--- src/hw/rtl/tnpc_blend.sv ---
// Registered blend: p + floor((q - p) * t / 2^F)
`default_nettype none
module tnpc_blend #(
    parameter int W = 32,
    parameter int F = 16
) (
    input  wire logic                clk,
    input  wire logic                en,
    input  wire logic signed [W-1:0] p,
    input  wire logic signed [W-1:0] q,
    input  wire logic [F-1:0]        t,
    output logic signed [W-1:0]      r
);
    logic signed [W:0]     d_reg;
    logic signed [W-1:0]   p_reg, p2_reg;
    logic [F-1:0]          t_reg;
    logic signed [W+F+1:0] m_reg;
    logic signed [W+F+1:0] m_sh;
    always_comb m_sh = m_reg >>> F;
    always_ff @(posedge clk)
    begin
        if (en)
        begin
            d_reg <= {q[W-1], q} - {p[W-1], p};
            p_reg <= p;
            t_reg <= t;
            m_reg <= d_reg * $signed({1'b0, t_reg});
            p2_reg <= p_reg;
            r <= W'(p2_reg + m_sh[W-1:0]);
        end
    end
endmodule
`default_nettype wire

--- config.mk ---
export PLATFORM = sky130hd
export DESIGN_NAME = tnpc_blend
export DESIGN_NICKNAME = d
export VERILOG_FILES = /design/src/hw/rtl/tnpc_blend.sv
export SDC_FILE = /design/constraint.sdc
export NUM_CORES = 1
export LEC_CHECK = 0
export ABC_AREA = 1
export ABC_CLOCK_PERIOD_IN_PS = 6200
export BUFFER_PORTS_ARGS = -buffer_cell sky130_fd_sc_hd__buf_2
export CAP_MARGIN = 20
export CELL_PAD_IN_SITES_DETAIL_PLACEMENT = 1
export CELL_PAD_IN_SITES_GLOBAL_PLACEMENT = 1
export CORE_MARGIN = 4
export CORE_UTILIZATION = 45
export CTS_CLUSTER_DIAMETER = 80
export CTS_CLUSTER_SIZE = 14
export DETAILED_ROUTE_END_ITERATION = 6
export HOLD_SLACK_MARGIN = 0.12
export PLACE_DENSITY_LB_ADDON = 0.1
export SYNTH_ARGS = -nofsm -noshare
export SYNTH_HDL_FRONTEND = slang
export SYNTH_SLANG_ARGS = --single-unit
--- constraint.sdc ---
create_clock -name clk -period 6.2 [get_ports clk]
set_input_delay 0.31 -clock clk [delete_from_list [all_inputs] [get_ports clk]]
set_output_delay 0.31 -clock clk [all_outputs]
set_load 0.01 [all_outputs]
* Yosys cells after proc, flatten, opt, wreduce, memory -nomap -nowiden *
Index checks and enable logic that the tools add are counted.

storage, ports and cells
  register bits = 193
  output and inout port bits = 32

cells by class
  $add $sub $neg = 2
  $mul = 1

operator list
  cell                          count
  multiplier 33 x 17 -> 48 bit  1
  subtractor 32 x 32 -> 33 bit  1
  adder 32 bit                  1

* Depth between registers and ports, before layout *
Gate-level depths: netlist (run 1).

  depth in word-level cells = 1
  mapped depth = 29

* Least setup slack after synthesis (run 1) *
OpenSTA, ideal clock, no wires.

  path type = register to register
  from = reg t_reg[3]
  to = reg m_reg[47] (data pin)
  setup time = 0.253 ns
  arrival time = 5.453 ns
  data required time = 5.947 ns
  setup slack = 0.494 ns
  stages on the path, launching flop included = 23
  path buffers = 2
  clock period less this slack = 5.706 ns
  path through = edfxtp_1 -> clkbuf_1 -> clkbuf_1 -> nand2_1 -> fa_1 -> fa_1 -> inv_1 -> fa_1 -> fa_1 -> inv_1 -> fa_1 -> inv_1 -> fa_1 -> ha_1 -> inv_1 -> nor3_1 -> nand2_1 -> nor2_1 -> nand3_1 -> nor2_1 -> nor2_1 -> nand3_1 -> nand2_1

between the ends
  word-level cells in the longest chain between the ends = 1

ends and longest elaborated chain
  what                          RTL line  RTL
  from (decl)                   16        logic [F-1:0] t_reg;
  from (signal assigned)        26        t_reg <= t;
  multiplier 33 x 17 -> 48 bit  27        m_reg <= d_reg * $signed({1'b0, t_reg});
  to (signal assigned)          27
  to (decl)                     17        logic signed [W+F+1:0] m_reg;

No other way between the ends.
A chain may end at the register's enable or synchronous reset.

* Worst setup path after layout (run 1) *
  from = reg t_reg[2]
  to = reg m_reg[46] (data pin)

Same word-level chain as after synthesis.

==> impl_metrics.json, run 1 <==
{
  "hold_violations": 0,
  "cts_tree": "yes",
  "ys_ff_latch": 177,
  "cts_buffers": 17,
  "busiest_layer": "met2",
  "track_usage_pct": 31.2,
  "crit_type": "register to register",
  "avgSynthCellArea_um2": 7.95,
  "relSlewSlack_pct": 23.9,
  "cts_root_buffer": "clkbuf_16",
  "vias": 24300,
  "worstHoldStart": "q[12]",
  "required_ns": 6.47,
  "r2r_start": "t_reg[2]$_DFFE_PP_",
  "cp_max_fo": 6,
  "clk_path_buf_depth": 2,
  "htree_num_levels": 4,
  "synthTopCellsByArea": "fa_1 (34%), edfxtp_1 (18%), inv_1 (13%)",
  "yosysWarnings": 0,
  "routabilityCongestion": 0.975,
  "synth_top_flop_cell": "edfxtp_1",
  "dpl.hpwl_um": 84900,
  "status": "completed",
  "grt_pass1_vias": 27800,
  "ant_nets": 0,
  "finalClockSkew_ns": 0.0187,
  "met3_usage_pct": 3.98,
  "yosysTopAreaCell": "fa_1",
  "via_per_inst": 5.16,
  "synthTopCellsByCount": "inv_1 (1026), nand2_1 (1022), fa_1 (491)",
  "tightest_slew_ns": 1.14,
  "fin_crit_sh_pct": 96.8,
  "reg2reg_to": "m_reg[46]$_DFFE_PP_",
  "synth_top_area_share_pct": 34.0,
  "drive_gt1_share_pct": 8.91,
  "use_met2_pct": 53.8,
  "synthToLayoutAreaGrowth_pct": 13.7,
  "crit_arrival_ns": 6.27,
  "start_util_pct": 45.6,
  "met1_usage_pct": 39.9,
  "end_kind": "register",
  "synth_edf_count": 177,
  "placed_cell_area_mm2": 0.0316,
  "fp-row-count": 92,
  "clkTransAtPathRegs_ns": 0.09,
  "syn_nets": 4379,
  "drc_errors": 0,
  "ys_seq_area_share_pct": 18.4,
  "wire_per_inst_um": 22.1,
  "crit_start": "t_reg[2]$_DFFE_PP_",
  "largest_register_ffs": 33,
  "synth_most_common_cell": "inv_1",
  "hold_class": "input pin to register",
  "nets": 4597,
  "max-cap-violations": 0,
  "drt-initial-drc-count": 1703,
  "io_pins": 114,
  "final_area_mm2": 0.0328,
  "max_freq_mhz": 167,
  "grt_antenna_before_repair": 7,
  "grt.overflow.total": 0,
  "fin_util_pct": 51.9,
  "die_w_um": 261,
  "whs_ns": 0.396,
  "routed_wirelength_um": 104000,
  "crit_path_start_kind": "register",
  "period_minus_slack_ns": 6.00,
  "clk_latency_ns": 0.51,
  "grt_max_degree": 167,
  "async_reset_ff_share_pct": 0,
  "min_path_cells": 3,
  "setup_viol": 0,
  "fp.dieH_um": 261,
  "yosysUniqueCellTypes": 36,
  "port_buffers": 113,
  "drv_slew": 0,
  "whs_endpoint": "d_reg[12]$_DFFE_PP_",
  "netlist_area_mm2": 0.0289,
  "reg2reg_slack_ns": 0.20,
  "synthCells": 3631,
  "core_mm2": 0.0633,
  "reg2reg_depth": 22,
  "numClockSinks": 177,
  "grt_first_pass_wirelength_um": 160000,
  "drt_first_pass_iters": 5,
  "die-area_mm2": 0.0683
}
-- through the flow --
step           setup WS [ns]  setup TNS, ns  instances
3_3_place_gp          -0.157         -0.290       4613
4_1_cts               0.0280              0       4701
2_1_floorplan          0.494              0       3631
6_report               0.196              0       4715
3_5_place_dp          -0.195          -1.45       4613
5_1_grt             -0.00692       -0.00946       4713
-- how the worst max path moves through the flow --
stage                          end  slack, ns  cells after the start
4_1_cts        m_reg[36]$_DFFE_PP_       0.03                     22
2_1_floorplan  m_reg[47]$_DFFE_PP_       0.49                     22
3_3_place_gp   m_reg[40]$_DFFE_PP_      -0.16                     20
6_report       m_reg[46]$_DFFE_PP_       0.20                     22
3_5_place_dp   m_reg[40]$_DFFE_PP_      -0.20                     20
5_1_grt        m_reg[32]$_DFFE_PP_     -0.007                     22
-- routing by layer --
| metal | vias to the layer above | routed length (um) |
|---|---|---|
| met5 | - | 14 |
| met4 | 2 | 5000 |
| met3 | 226 | 5020 |
| met2 | 716 | 51000 |
| met1 | 12400 | 43000 |
| li1 | 11000 | - |
-- worst max-delay path, stage by stage (launching register included) --
cell and delay (ns):
edfxtp_1 0.53, buf_4 0.21, buf_4 0.16, nand2_1 0.09
fa_1 0.53, fa_1 0.53, fa_1 0.53, inv_1 0.06
fa_1 0.53, fa_1 0.50, inv_1 0.05, fa_1 0.48
inv_1 0.05, ha_1 0.45, nand2_1 0.17, o21ai_0 0.34
inv_1 0.09, nand2_1 0.12, inv_1 0.06, nand2_1 0.11
nand2_1 0.09, nand4_1 0.08, nand2_1 0.05
-- cell type report --
cell class,count,area (um2)
flip-flops and latches,177,5320
fillers,7798,30500
multi-input cells,2299,19300
inverters,1030,3870
clock inverters,15,184
well taps,846,1060
clock buffers,17,425
diodes,7,17.5
repair buffers,324,2710
-- repair_timing --
item,in CTS,in global routing
endpoints found under the setup margin,23,28
hold endpoints to repair,59,0
setup buffers,7,7
hold buffers,49,0
resized for setup,1,16
-- placed cells by master, fill, tap and decap left out, types with 11 or more instances in the layout --
cell,n
ha_1,172
xor2_1,50
clkbuf_16,17
xnor2_1,12
nor2_1,150
dlygate4sd3_1,49
buf_4,127
buf_12,34
o21bai_1,28
a21oi_1,112
nand3_1,95
fa_1,491
edfxtp_1,177
o21ai_0,51
nand2_1,1021
buf_2,112
inv_1,1026
nand4_1,19
nor3_1,11
-- cells by family after synthesis --
group	synth area share, %
compound gates	4.52
xor+xnor	1.88
fa+ha+maj	41.6
buf+inv	15.0
flops	18.4
simple gates	18.6
Power of run 1 is left out: the tool's default activity adds up to more than one toggle a clock period on the data nets, which glitch-free logic cannot reach.
==> inputs of run 2 (changes only) <==
--- a/config.mk
+++ b/config.mk
@@ -8,11 +8,11 @@
 export ABC_AREA = 1
 export ABC_CLOCK_PERIOD_IN_PS = 6200
 export BUFFER_PORTS_ARGS = -buffer_cell sky130_fd_sc_hd__buf_2
-export CAP_MARGIN = 20
+export CAP_MARGIN = 15
 export CELL_PAD_IN_SITES_DETAIL_PLACEMENT = 1
 export CELL_PAD_IN_SITES_GLOBAL_PLACEMENT = 1
-export CORE_MARGIN = 4
-export CORE_UTILIZATION = 45
+export CORE_MARGIN = 8
+export CORE_UTILIZATION = 25
 export CTS_CLUSTER_DIAMETER = 80
 export CTS_CLUSTER_SIZE = 14
 export DETAILED_ROUTE_END_ITERATION = 6
==> run 2 against run 1 <==
Net effect: core utilization down 22 points; critical path depth grew 1; die area increased by 85%; first-iteration DRC count down 50%; global-route usage down 14 points; cell count is 15% higher.
==> impl_metrics.json, run 2 (synthesized netlist as in run 1, its figures left out) <==
{
  "status": "completed",
  "ant_nets": 0,
  "diodes": 0,
  "path_cells": "buf_12, nand2_1, inv_1, fa_1, inv_1, fa_1, fa_1, inv_1, fa_1, fa_1, inv_1, fa_1, inv_1, ha_1, nand2_1, nor2_1, buf_4, nand2_1, nand2_1, o21bai_1, buf_4, xor2_1, buf_4",
  "die_w_um": 356,
  "clk_path_buf_depth": 2,
  "core_mm2": 0.115,
  "layout_commonest_cell": "inv_1",
  "finalClockSkew_ns": 0.0262,
  "cts_buffers": 17,
  "drt-initial-drc-count": 854,
  "drt_first_pass_iters": 5,
  "critPathBufInv": 9,
  "cp_max_fo": 28,
  "synthToLayoutAreaGrowth_pct": 17.9,
  "tightest_slew_ns": 0.930,
  "wire_per_inst_um": 19.1,
  "required_ns": 6.49,
  "routed_wirelength_um": 103000,
  "crit_path_start_kind": "register",
  "clk_latency_ns": 0.53,
  "dpl.hpwl_um": 88800,
  "cts_tree": "yes",
  "grt_max_degree": 85,
  "setup_viol": 0,
  "grt_first_pass_wirelength_um": 161000,
  "end_kind": "register",
  "io_pins": 114,
  "pre_cts_ws_ns": 0.00334,
  "via_per_inst": 4.19,
  "crit_arrival_ns": 6.23,
  "port_buffers": 113,
  "vias": 22700,
  "track_usage_pct": 16.8,
  "clkTransAtPathRegs_ns": 0.10,
  "cp_top_family": "adder cells",
  "rsz0062_at_grt": "false",
  "max-cap-violations": 0,
  "period_minus_slack_ns": 5.94,
  "drv_slew": 0,
  "slowest_delay_ns": 0.58,
  "routabilityCongestion": 0.828,
  "critPathSlowestCell": "fa_1",
  "grt.overflow.total": 0,
  "worst_slack_ns": 0.259,
  "nets": 4627,
  "drive_gt1_share_pct": 9.76,
  "start_util_pct": 25.2,
  "fin_crit_sh_pct": 95.8,
  "max_freq_mhz": 168,
  "grt_pass1_vias": 25600,
  "fp-row-count": 124,
  "largest_register_ffs": 33,
  "relSlewSlack_pct": 37.3,
  "cts_root_buffer": "clkbuf_16",
  "hold_class": "input pin to register",
  "drc_errors": 0,
  "numClockSinks": 177,
  "fp.dieH_um": 356,
  "htree_num_levels": 4,
  "crit_type": "register to register",
  "die-area_mm2": 0.127,
  "hold_violations": 0,
  "cpMostUsedCell": "fa_1",
  "grt_antenna_before_repair": 3,
  "final_cell_mix": "inv_1 (1025), nand2_1 (1020), fa_1 (490)"
}
-- run 2: worst paths after layout --
kind	endpoint	from	cells after the start	slack, ns
hold / removal	d_reg[0]$_DFFE_PP_	q[0]	4	0.25
hold reg to reg	p2_reg[1]$_DFFE_PP_	p_reg[1]$_DFFE_PP_	0	0.43
setup / recovery	m_reg[17]$_DFFE_PP_	t_reg[5]$_DFFE_PP_	23	0.26
setup reg to reg	m_reg[17]$_DFFE_PP_	t_reg[5]$_DFFE_PP_	23	0.26
-- run 2: tightest hold or removal path, delay by kind of cell --
kind                       cells  cell delay, ns
adders and majority gates      1            0.12
buffers and inverters          3            0.19
-- run 2: final cells by class --
cell class | count | area [um2]
clock buffers | 17 | 425
clock inverters | 15 | 226
fillers | 13800 | 80400
inverters | 1030 | 3870
multi-input cells | 2299 | 19300
flip-flops and latches | 177 | 5320
well taps | 1512 | 1890
repair buffers | 354 | 3030
-- run 2: timing repair --
item	in CTS	in global routing
pin swaps	0	3
hold endpoints to repair	48	0
setup buffers	4	5
hold buffers	48	0
endpoints found under the setup margin	1	19
resized for setup	0	19
-- run 2: per-stage QoR --
stage / util (%) / hold WS (ns) / TNS, ns / cells / cell area, um2
final: 29.7 / 0.250 / 0 / 5404 / 34100
after global routing: 29.7 / 0.257 / 0 / 5404 / 34100
after CTS: 29.6 / 0.213 / 0 / 5399 / 33900
after detailed placement: 28.6 / 0.406 / 0 / 5315 / 32800
after global placement: 28.6 / 0.402 / -0.00431 / 5315 / 32800
after floorplan: - / 0.400 / 0 / 3631 / 28900
-- run 2: per-layer routing --
layer / vias to the layer above / global-route usage, % / routed length (um)
li1: 11100 / - / -
met5: - / 0 / 12
met3: 65 / 1.46 / 1460
met2: 166 / 28.6 / 49100
met1: 11400 / 23.5 / 51400
met4: 2 / 3.15 / 1450
Power of run 2 is left out for the same reason.
