<file path="src/hw/rtl/tnpc_div.sv">
// Pipelined fraction divider: q = floor(num * 2^FRAC / den), num < den
`default_nettype none
module tnpc_div #(
    parameter int W = 33,
    parameter int F = 16
) (
    input  wire logic         clk,
    input  wire logic         en,
    input  wire logic [W-1:0] num,
    input  wire logic [W-1:0] den,
    output logic [F-1:0]      q
);
    logic [W:0]   rem_reg [F+1];
    logic [W-1:0] den_reg [F+1];
    logic [F-1:0] q_reg   [F+1];
    always_comb
    begin
        rem_reg[0] = {1'b0, num};
        den_reg[0] = den;
        q_reg[0] = '0;
    end
    for (genvar i = 0; i < F; i++) begin : g_st
        logic [W:0] sh;
        logic       ge;
        always_comb
        begin
            sh = {rem_reg[i][W-1:0], 1'b0};
            ge = sh >= {1'b0, den_reg[i]};
        end
        always_ff @(posedge clk)
        begin
            if (en)
            begin
                rem_reg[i+1] <= ge ? sh - {1'b0, den_reg[i]} : sh;
                den_reg[i+1] <= den_reg[i];
                q_reg[i+1] <= {q_reg[i][F-2:0], ge};
            end
        end
    end
    assign q = q_reg[F];
endmodule
`default_nettype wire

</file>
<file path="config.mk">
export PLATFORM = sky130hd
export DESIGN_NAME = tnpc_div
export DESIGN_NICKNAME = d
export VERILOG_FILES = /design/src/hw/rtl/tnpc_div.sv
export SDC_FILE = /design/constraint.sdc
export NUM_CORES = 2
export LEC_CHECK = 0
export ABC_AREA = 1
export BUFFER_PORTS_ARGS = -buffer_cell sky130_fd_sc_hd__buf_2
export CORE_MARGIN = 1
export CORE_UTILIZATION = 59
export CTS_BUF_LIST = sky130_fd_sc_hd__clkbuf_4 sky130_fd_sc_hd__clkbuf_8
export DETAILED_ROUTE_END_ITERATION = 8
export GPL_TIMING_DRIVEN = 0
export PLACE_DENSITY = 0.75
export SLEW_MARGIN = 20
export SYNTH_ARGS = -nofsm -noshare
export SYNTH_HDL_FRONTEND = slang
export SYNTH_SLANG_ARGS = --single-unit
</file>
<file path="constraint.sdc">
create_clock -name clk -period 2.5 [get_ports clk]
set_input_delay 0.125 -clock clk [delete_from_list [all_inputs] [get_ports clk]]
set_output_delay 0.125 -clock clk [all_outputs]
set_load 0.01 [all_outputs]
</file>
; After elaboration in Yosys (flattened, before gate mapping)
; Cells that the tools add are included.
[totals]
out_inout_bits = 16
regBits = 1126
word_cells = 107
input_bits = 68
[op_classes]
addsub = 15
magnitude_cmp = 16
mux = 15
[ops]
columns = op, n
row1 = greater-or-equal comparator 34 x 33 -> 1 bit, 16
row2 = two-way mux 33 bit, 15
row3 = subtractor 33 bit, 15

; Logic depth before layout (Yosys ltp)
[logic_depth]
depth_word = 2
depth_mapped = 16
ltp_nobuf = 15

; Worst setup path before layout
; Ideal clock, no wire load.
[synth_path]
path_type = reg2reg
from = reg rem_reg, in the netlist g_st[9].sh[21]
to = reg rem_reg, in the netlist g_st[10].sh[21], data pin
path_slack_ps = 494
arrival_ps = 1754
n_path_buf = 1
t_required_ps = 2248
stages_incl_launch_ff = 15
setup_ps = 252
period_less_slack_ps = 2006
path_cell_list = edfxtp_1 > ha_1 > nand2_1 > inv_1 > nand2_1 > nand2_1 > nand2_1 > nand2_1 > nand2_1 > nand3_1 > nor2_2 > nand2_4 > buf_6 > nand2_1 > nand2_1
[synth_between]
elab_chain_len = 2
[synth_rtl]
columns = item, line_no
row1 = "start, declared", 13  ; logic [W:0] rem_reg [F+1];
row2 = "start signal, assigned by index", 34  ; rem_reg[i+1] <= ge ? sh - {1'b0, den_reg[i]} : sh;
row3 = greater-or-equal comparator 34 x 33 -> 1 bit, 28  ; ge = sh >= {1'b0, den_reg[i]};
row4 = two-way mux 33 bit, 34
; No other way between the ends.
; A chain may end at the register's enable or synchronous reset.

; Worst setup path in the final report
[layout_path]
from = reg rem_reg, in the netlist g_st[2].sh[7]
to = reg rem_reg, in the netlist g_st[3].sh[19], data pin
[layout_between]
elab_chain_len = 2
elab_cells_between_ends = 3
cone_classes = 1 x add/sub / 1 x order compare / 1 x mux
[layout_rtl]
columns = item, line_no
row1 = subtractor 33 bit or greater-or-equal comparator 34 x 33 -> 1 bit (tied branches), "34, 28"
row2 = two-way mux 33 bit (*), 34
; Every way passes the cells marked *; elsewhere a longest branch is shown, timed or not.

==> metrics.txt <==
# TYPE chip_impl_metric gauge
chip_impl_metric{name="hold_viol_final",unit=""} 98
chip_impl_metric{name="max-slew-margin-rel",unit="%"} 22.92
chip_impl_info{name="mostFrequentLayoutCells",value="sky130_fd_sc_hd__nand2_1 (4640), sky130_fd_sc_hd__inv_1 (2487), sky130_fd_sc_hd__edfxtp_1 (1126), sky130_fd_sc_hd__nand3_1 (646), sky130_fd_sc_hd__nor2_1 (502)"} 1
chip_impl_metric{name="overall_die_height",unit="µm"} 376.9
chip_impl_metric{name="route.vias.total",unit=""} 78955
chip_impl_metric{name="post-route-drc-count",unit=""} 13
chip_impl_metric{name="drive_above_1_share",unit="%"} 15.31
chip_impl_metric{name="pre_cts_ws",unit="ns"} -0.8619
chip_impl_info{name="tritoncts",value="done"} 1
chip_impl_metric{name="worst_setup_hold_path_clk_slew",unit="ns"} 0.07
chip_impl_metric{name="core_area",unit="µm²"} 139500
chip_impl_metric{name="finalSetupViolCount",unit=""} 7
chip_impl_metric{name="min_path_cells",unit=""} 1
chip_impl_metric{name="post-route-util",unit="%"} 71.66
chip_impl_metric{name="synth-edff-count",unit=""} 1126
chip_impl_metric{name="std_cell_rows",unit=""} 137
chip_impl_info{name="netlist.top_cell.by_area",value="sky130_fd_sc_hd__edfxtp_1"} 1
chip_impl_metric{name="grt_use_met2",unit="%"} 55.50
chip_impl_metric{name="detail_route.wl_per_cell",unit="µm"} 19.96
chip_impl_metric{name="finalMaxSlewViolations",unit=""} 0
chip_impl_metric{name="final_net_count",unit=""} 13048
chip_impl_metric{name="number_of_global_route_vias_before_repair",unit=""} 69806
chip_impl_metric{name="timing.reg2reg.setup_slack",unit="ns"} -0.02
chip_impl_metric{name="detail_route.vias_per_cell",unit=""} 5.454
chip_impl_metric{name="routabilityCongestion",unit=""} 1.046
chip_impl_metric{name="power.share.switching",unit="%"} 47.96
chip_impl_metric{name="design.die.area",unit="µm²"} 142000
chip_impl_metric{name="yosysUniqueCellTypes",unit=""} 38
chip_impl_info{name="global_route.peak_usage_layer",value="met1"} 1
chip_impl_metric{name="synth-seq-area-share",unit="%"} 40.78
chip_impl_metric{name="ys_ff_latch",unit=""} 1126
chip_impl_metric{name="synthToLayoutAreaGrowth",unit="%"} 20.60
chip_impl_info{name="outcome",value="complete, but fails checks"} 1
chip_impl_metric{name="powerDensity",unit="nW/µm²"} 1207
chip_impl_metric{name="final-instance-count-excl-fill",unit=""} 14476
chip_impl_metric{name="largest_vdd_supply_drop",unit="mV"} 0.8069
chip_impl_metric{name="cells_after_synth",unit=""} 11674
chip_impl_metric{name="cts_inserted_buffers",unit=""} 190
chip_impl_metric{name="die_width",unit="µm"} 376.9
chip_impl_metric{name="max_clock_freq",unit="GHz"} 0.3964
chip_impl_metric{name="timing.setup.tns",unit="ns"} -0.07816
chip_impl_metric{name="number_of_placed_instances_with_taps_included",unit=""} 13641
chip_impl_info{name="crit-reg2reg-launch",value="g_st[2].sh[7]$_DFFE_PP_"} 1
chip_impl_metric{name="dp.final_hpwl",unit="µm"} 219600
chip_impl_metric{name="routed_wl",unit="µm"} 289000
chip_impl_info{name="min-delay-path-class",value="input pin to register"} 1
chip_impl_metric{name="final.hold.worst_slack",unit="ns"} -0.4164
chip_impl_metric{name="timing.clock.skew",unit="ns"} 0.06846
chip_impl_info{name="crit-reg2reg-capture",value="g_st[3].sh[19]$_DFFE_PP_"} 1
chip_impl_metric{name="all_layer_gr_usage",unit="%"} 38.38
chip_impl_info{name="synth_top_flop_cell",value="sky130_fd_sc_hd__edfxtp_1"} 1
chip_impl_metric{name="clock_insertion_delay_worst_skew",unit="ns"} 0.97
chip_impl_metric{name="post_synth_instance_area",unit="µm²"} 82910
chip_impl_metric{name="firstDrtPassIters",unit=""} 9
chip_impl_metric{name="ios",unit=""} 84
chip_impl_metric{name="path_max_fanout",unit=""} 10
chip_impl_metric{name="place_area",unit="µm²"} 85910
chip_impl_info{name="grt_setup_unrepaired",value="yes"} 1
chip_impl_metric{name="post-layout-total-power",unit="mW"} 120.7
chip_impl_metric{name="tightestPinTransition",unit="ns"} 1.152
chip_impl_info{name="timing.hold.worst_endpoint",value="den_reg[257]$_DFFE_PP_"} 1
chip_impl_metric{name="detail-route-antenna-nets",unit=""} 0
chip_impl_info{name="yosys-top-cells-area",value="sky130_fd_sc_hd__edfxtp_1 (41%), sky130_fd_sc_hd__nand2_1 (22%), sky130_fd_sc_hd__inv_1 (12%), sky130_fd_sc_hd__ha_1 (8.0%), sky130_fd_sc_hd__nand3_1 (4.0%)"} 1
chip_impl_info{name="start_kind",value="register"} 1
chip_impl_metric{name="reg2reg_depth",unit=""} 11
chip_impl_metric{name="setup_ws_post_layout",unit="ns"} -0.02298
chip_impl_metric{name="drtIter0Drc",unit=""} 9593
chip_impl_metric{name="nets_in_the_synthesized_netlist",unit=""} 12284
chip_impl_metric{name="clock_tree.buffer_depth",unit=""} 3
chip_impl_info{name="cts.root.buffer_cell",value="sky130_fd_sc_hd__clkbuf_8"} 1
chip_impl_metric{name="design_area",unit="µm²"} 99990
chip_impl_metric{name="gr-usage-met3",unit="%"} 7.817
chip_impl_metric{name="asyncSetResetFlopFracSynth",unit="%"} 0
chip_impl_metric{name="critPathRequiredTime",unit="ns"} 3.13
chip_impl_metric{name="grt_max_degree",unit=""} 150
chip_impl_info{name="most_common_cell_after_layout_fill_and_taps_aside",value="sky130_fd_sc_hd__nand2_1"} 1
chip_impl_metric{name="clock-sinks",unit=""} 1126
chip_impl_metric{name="critical_path_arrival",unit="ns"} 3.16
chip_impl_metric{name="internal_power",unit="mW"} 62.81
chip_impl_metric{name="max_cap_viol_count",unit=""} 0
chip_impl_metric{name="finalCriticalPeriod",unit="ns"} 2.523
chip_impl_metric{name="sequentialPowerShare",unit="%"} 27.3
chip_impl_info{name="hold_path_startpoint",value="en"} 1
chip_impl_metric{name="static-leakage-power",unit="nW"} 51.40
chip_impl_metric{name="io_buffers",unit=""} 83
chip_impl_metric{name="share_clk_of_total_power",unit="%"} 14.8
chip_impl_metric{name="avg_synthesized_cell_area",unit="µm²"} 7.102
chip_impl_metric{name="ctsHtreeMaxLevel",unit=""} 4
chip_impl_metric{name="synth_largest_type_area_fraction",unit="%"} 40.78
chip_impl_metric{name="synthesis.yosys.warnings",unit=""} 0
chip_impl_info{name="criticalPathCategory",value="register to register"} 1
chip_impl_metric{name="antenna_found_initial",unit=""} 14
chip_impl_metric{name="comb_power_share",unit="%"} 57.9
chip_impl_metric{name="grt_overflow",unit=""} 0
chip_impl_metric{name="share_of_the_clock_period_used_by_the_worst_path_after_layout",unit="%"} 100.9
chip_impl_metric{name="gr-usage-met1",unit="%"} 57.08
chip_impl_info{name="critPathCaptureType",value="register"} 1
chip_impl_metric{name="initial_utilization",unit="%"} 59.42
chip_impl_metric{name="global_route_wire_length_before_repair",unit="µm"} 409000
chip_impl_metric{name="net-switching-power",unit="mW"} 57.89
chip_impl_info{name="failed_checks",value="DRC, hold timing, setup timing"} 1
==> synthesized netlist by cell type (13+ instances only) <==
| library cell | count |
|---|---|
| sky130_fd_sc_hd__nand2_1 | 4858 |
| sky130_fd_sc_hd__inv_1 | 2558 |
| sky130_fd_sc_hd__edfxtp_1 | 1126 |
| sky130_fd_sc_hd__nand3_1 | 662 |
| sky130_fd_sc_hd__nor2_1 | 645 |
| sky130_fd_sc_hd__ha_1 | 527 |
| sky130_fd_sc_hd__a21oi_1 | 290 |
| sky130_fd_sc_hd__xor2_1 | 210 |
| sky130_fd_sc_hd__and2_1 | 115 |
| sky130_fd_sc_hd__nand4_1 | 109 |
| sky130_fd_sc_hd__nor3_1 | 101 |
| sky130_fd_sc_hd__nand3b_1 | 93 |
| sky130_fd_sc_hd__buf_6 | 53 |
| sky130_fd_sc_hd__buf_4 | 44 |
| sky130_fd_sc_hd__nor2_2 | 36 |
| sky130_fd_sc_hd__or2_2 | 36 |
| sky130_fd_sc_hd__o21ai_0 | 30 |
| sky130_fd_sc_hd__o21bai_1 | 24 |
| sky130_fd_sc_hd__inv_2 | 23 |
| sky130_fd_sc_hd__buf_2 | 22 |
| sky130_fd_sc_hd__nand2_4 | 18 |
| sky130_fd_sc_hd__fa_1 | 15 |
| sky130_fd_sc_hd__nand2_2 | 14 |
| sky130_fd_sc_hd__nand3_2 | 13 |
==> area by class of cell <==
cell class / instances / area [µm²]
fill: 11305 / 39540
clock inverter: 115 / 1049
multi-input combinational: 7844 / 44320
antenna: 7 / 17.52
inverter: 2585 / 9754
timing repair buffer: 574 / 4609
sequential: 1126 / 33810
buffer: 117 / 1135
clock buffer: 232 / 2943
tap: 1876 / 2347
==> worst max-delay path by stage <==
stage | startpoint | to | slack, ns | cells past startpoint
2_1_floorplan | g_st[9].sh[21]$_DFFE_PP_ | g_st[10].sh[21]$_DFFE_PP_ | 0.49 | 14
3_3_place_gp | en | q_reg[27]$_DFFE_PP_ | -15.55 | 1
3_5_place_dp | en | den_reg[456]$_DFFE_PP_ | -0.86 | 5
4_1_cts | den_reg[189]$_DFFE_PP_ | g_st[12].sh[20]$_DFFE_PP_ | -0.01 | 15
5_1_grt | den_reg[474]$_DFFE_PP_ | g_st[3].sh[19]$_DFFE_PP_ | -0.08 | 14
6_report | g_st[2].sh[7]$_DFFE_PP_ | g_st[3].sh[19]$_DFFE_PP_ | -0.02 | 11
==> critical path: stages (launching register included) <==
cell and delay (ns):
sky130_fd_sc_hd__edfxtp_1 0.50, sky130_fd_sc_hd__ha_4 0.34, sky130_fd_sc_hd__nand2_1 0.09, sky130_fd_sc_hd__nor2_1 0.25, sky130_fd_sc_hd__nand4_1 0.18, sky130_fd_sc_hd__nor2_1 0.21
sky130_fd_sc_hd__nor2_2 0.08, sky130_fd_sc_hd__nand2_4 0.13, sky130_fd_sc_hd__inv_4 0.08, sky130_fd_sc_hd__buf_6 0.16, sky130_fd_sc_hd__nand2_1 0.08, sky130_fd_sc_hd__nand2_1 0.14
==> what timing repair did <==
item	4_1_cts	5_1_grt
resized for setup	288	827
hold buffers	101	1
pin swaps	25	123
setup endpoints to repair	426	450
setup buffers	151	230
endpoints found under the hold margin	204	99
==> metal layers <==
metal  vias up  part of all wire (%)
met5         -                 0.017
met4         8                   4.0
met3       675                    12
met2      4390                    41
met1     36438                    43
li1      37444                     -
==> power by group through the flow <==
stage	logic (mW)	clock network [mW]	registers (mW)
after floorplan	41.2	0	29.8
after global placement	57.0	0	32.7
after detailed placement	57.9	0	32.1
after CTS	61.0	18.0	32.0
after global routing	76.0	18.7	33.1
final	69.9	17.9	32.9
==> cells by family (layout without fill, tap and decap cells) <==
| kind of cell | count (synthesis) | count (layout) | share of synthesized area [%] |
|---|---|---|---|
| xor+xnor | 214 | 214 | 2.261 |
| simple gates | 6735 | 6735 | 33.44 |
| buf+inv | 2704 | 3623 | 12.96 |
| fa+ha+maj | 542 | 542 | 8.315 |
| flops | 1126 | 1126 | 40.78 |
| compound gates | 353 | 353 | 2.242 |
| other cells | 0 | 7 | 0 |
No activity file was read; power rests on OpenSTA's default activity.
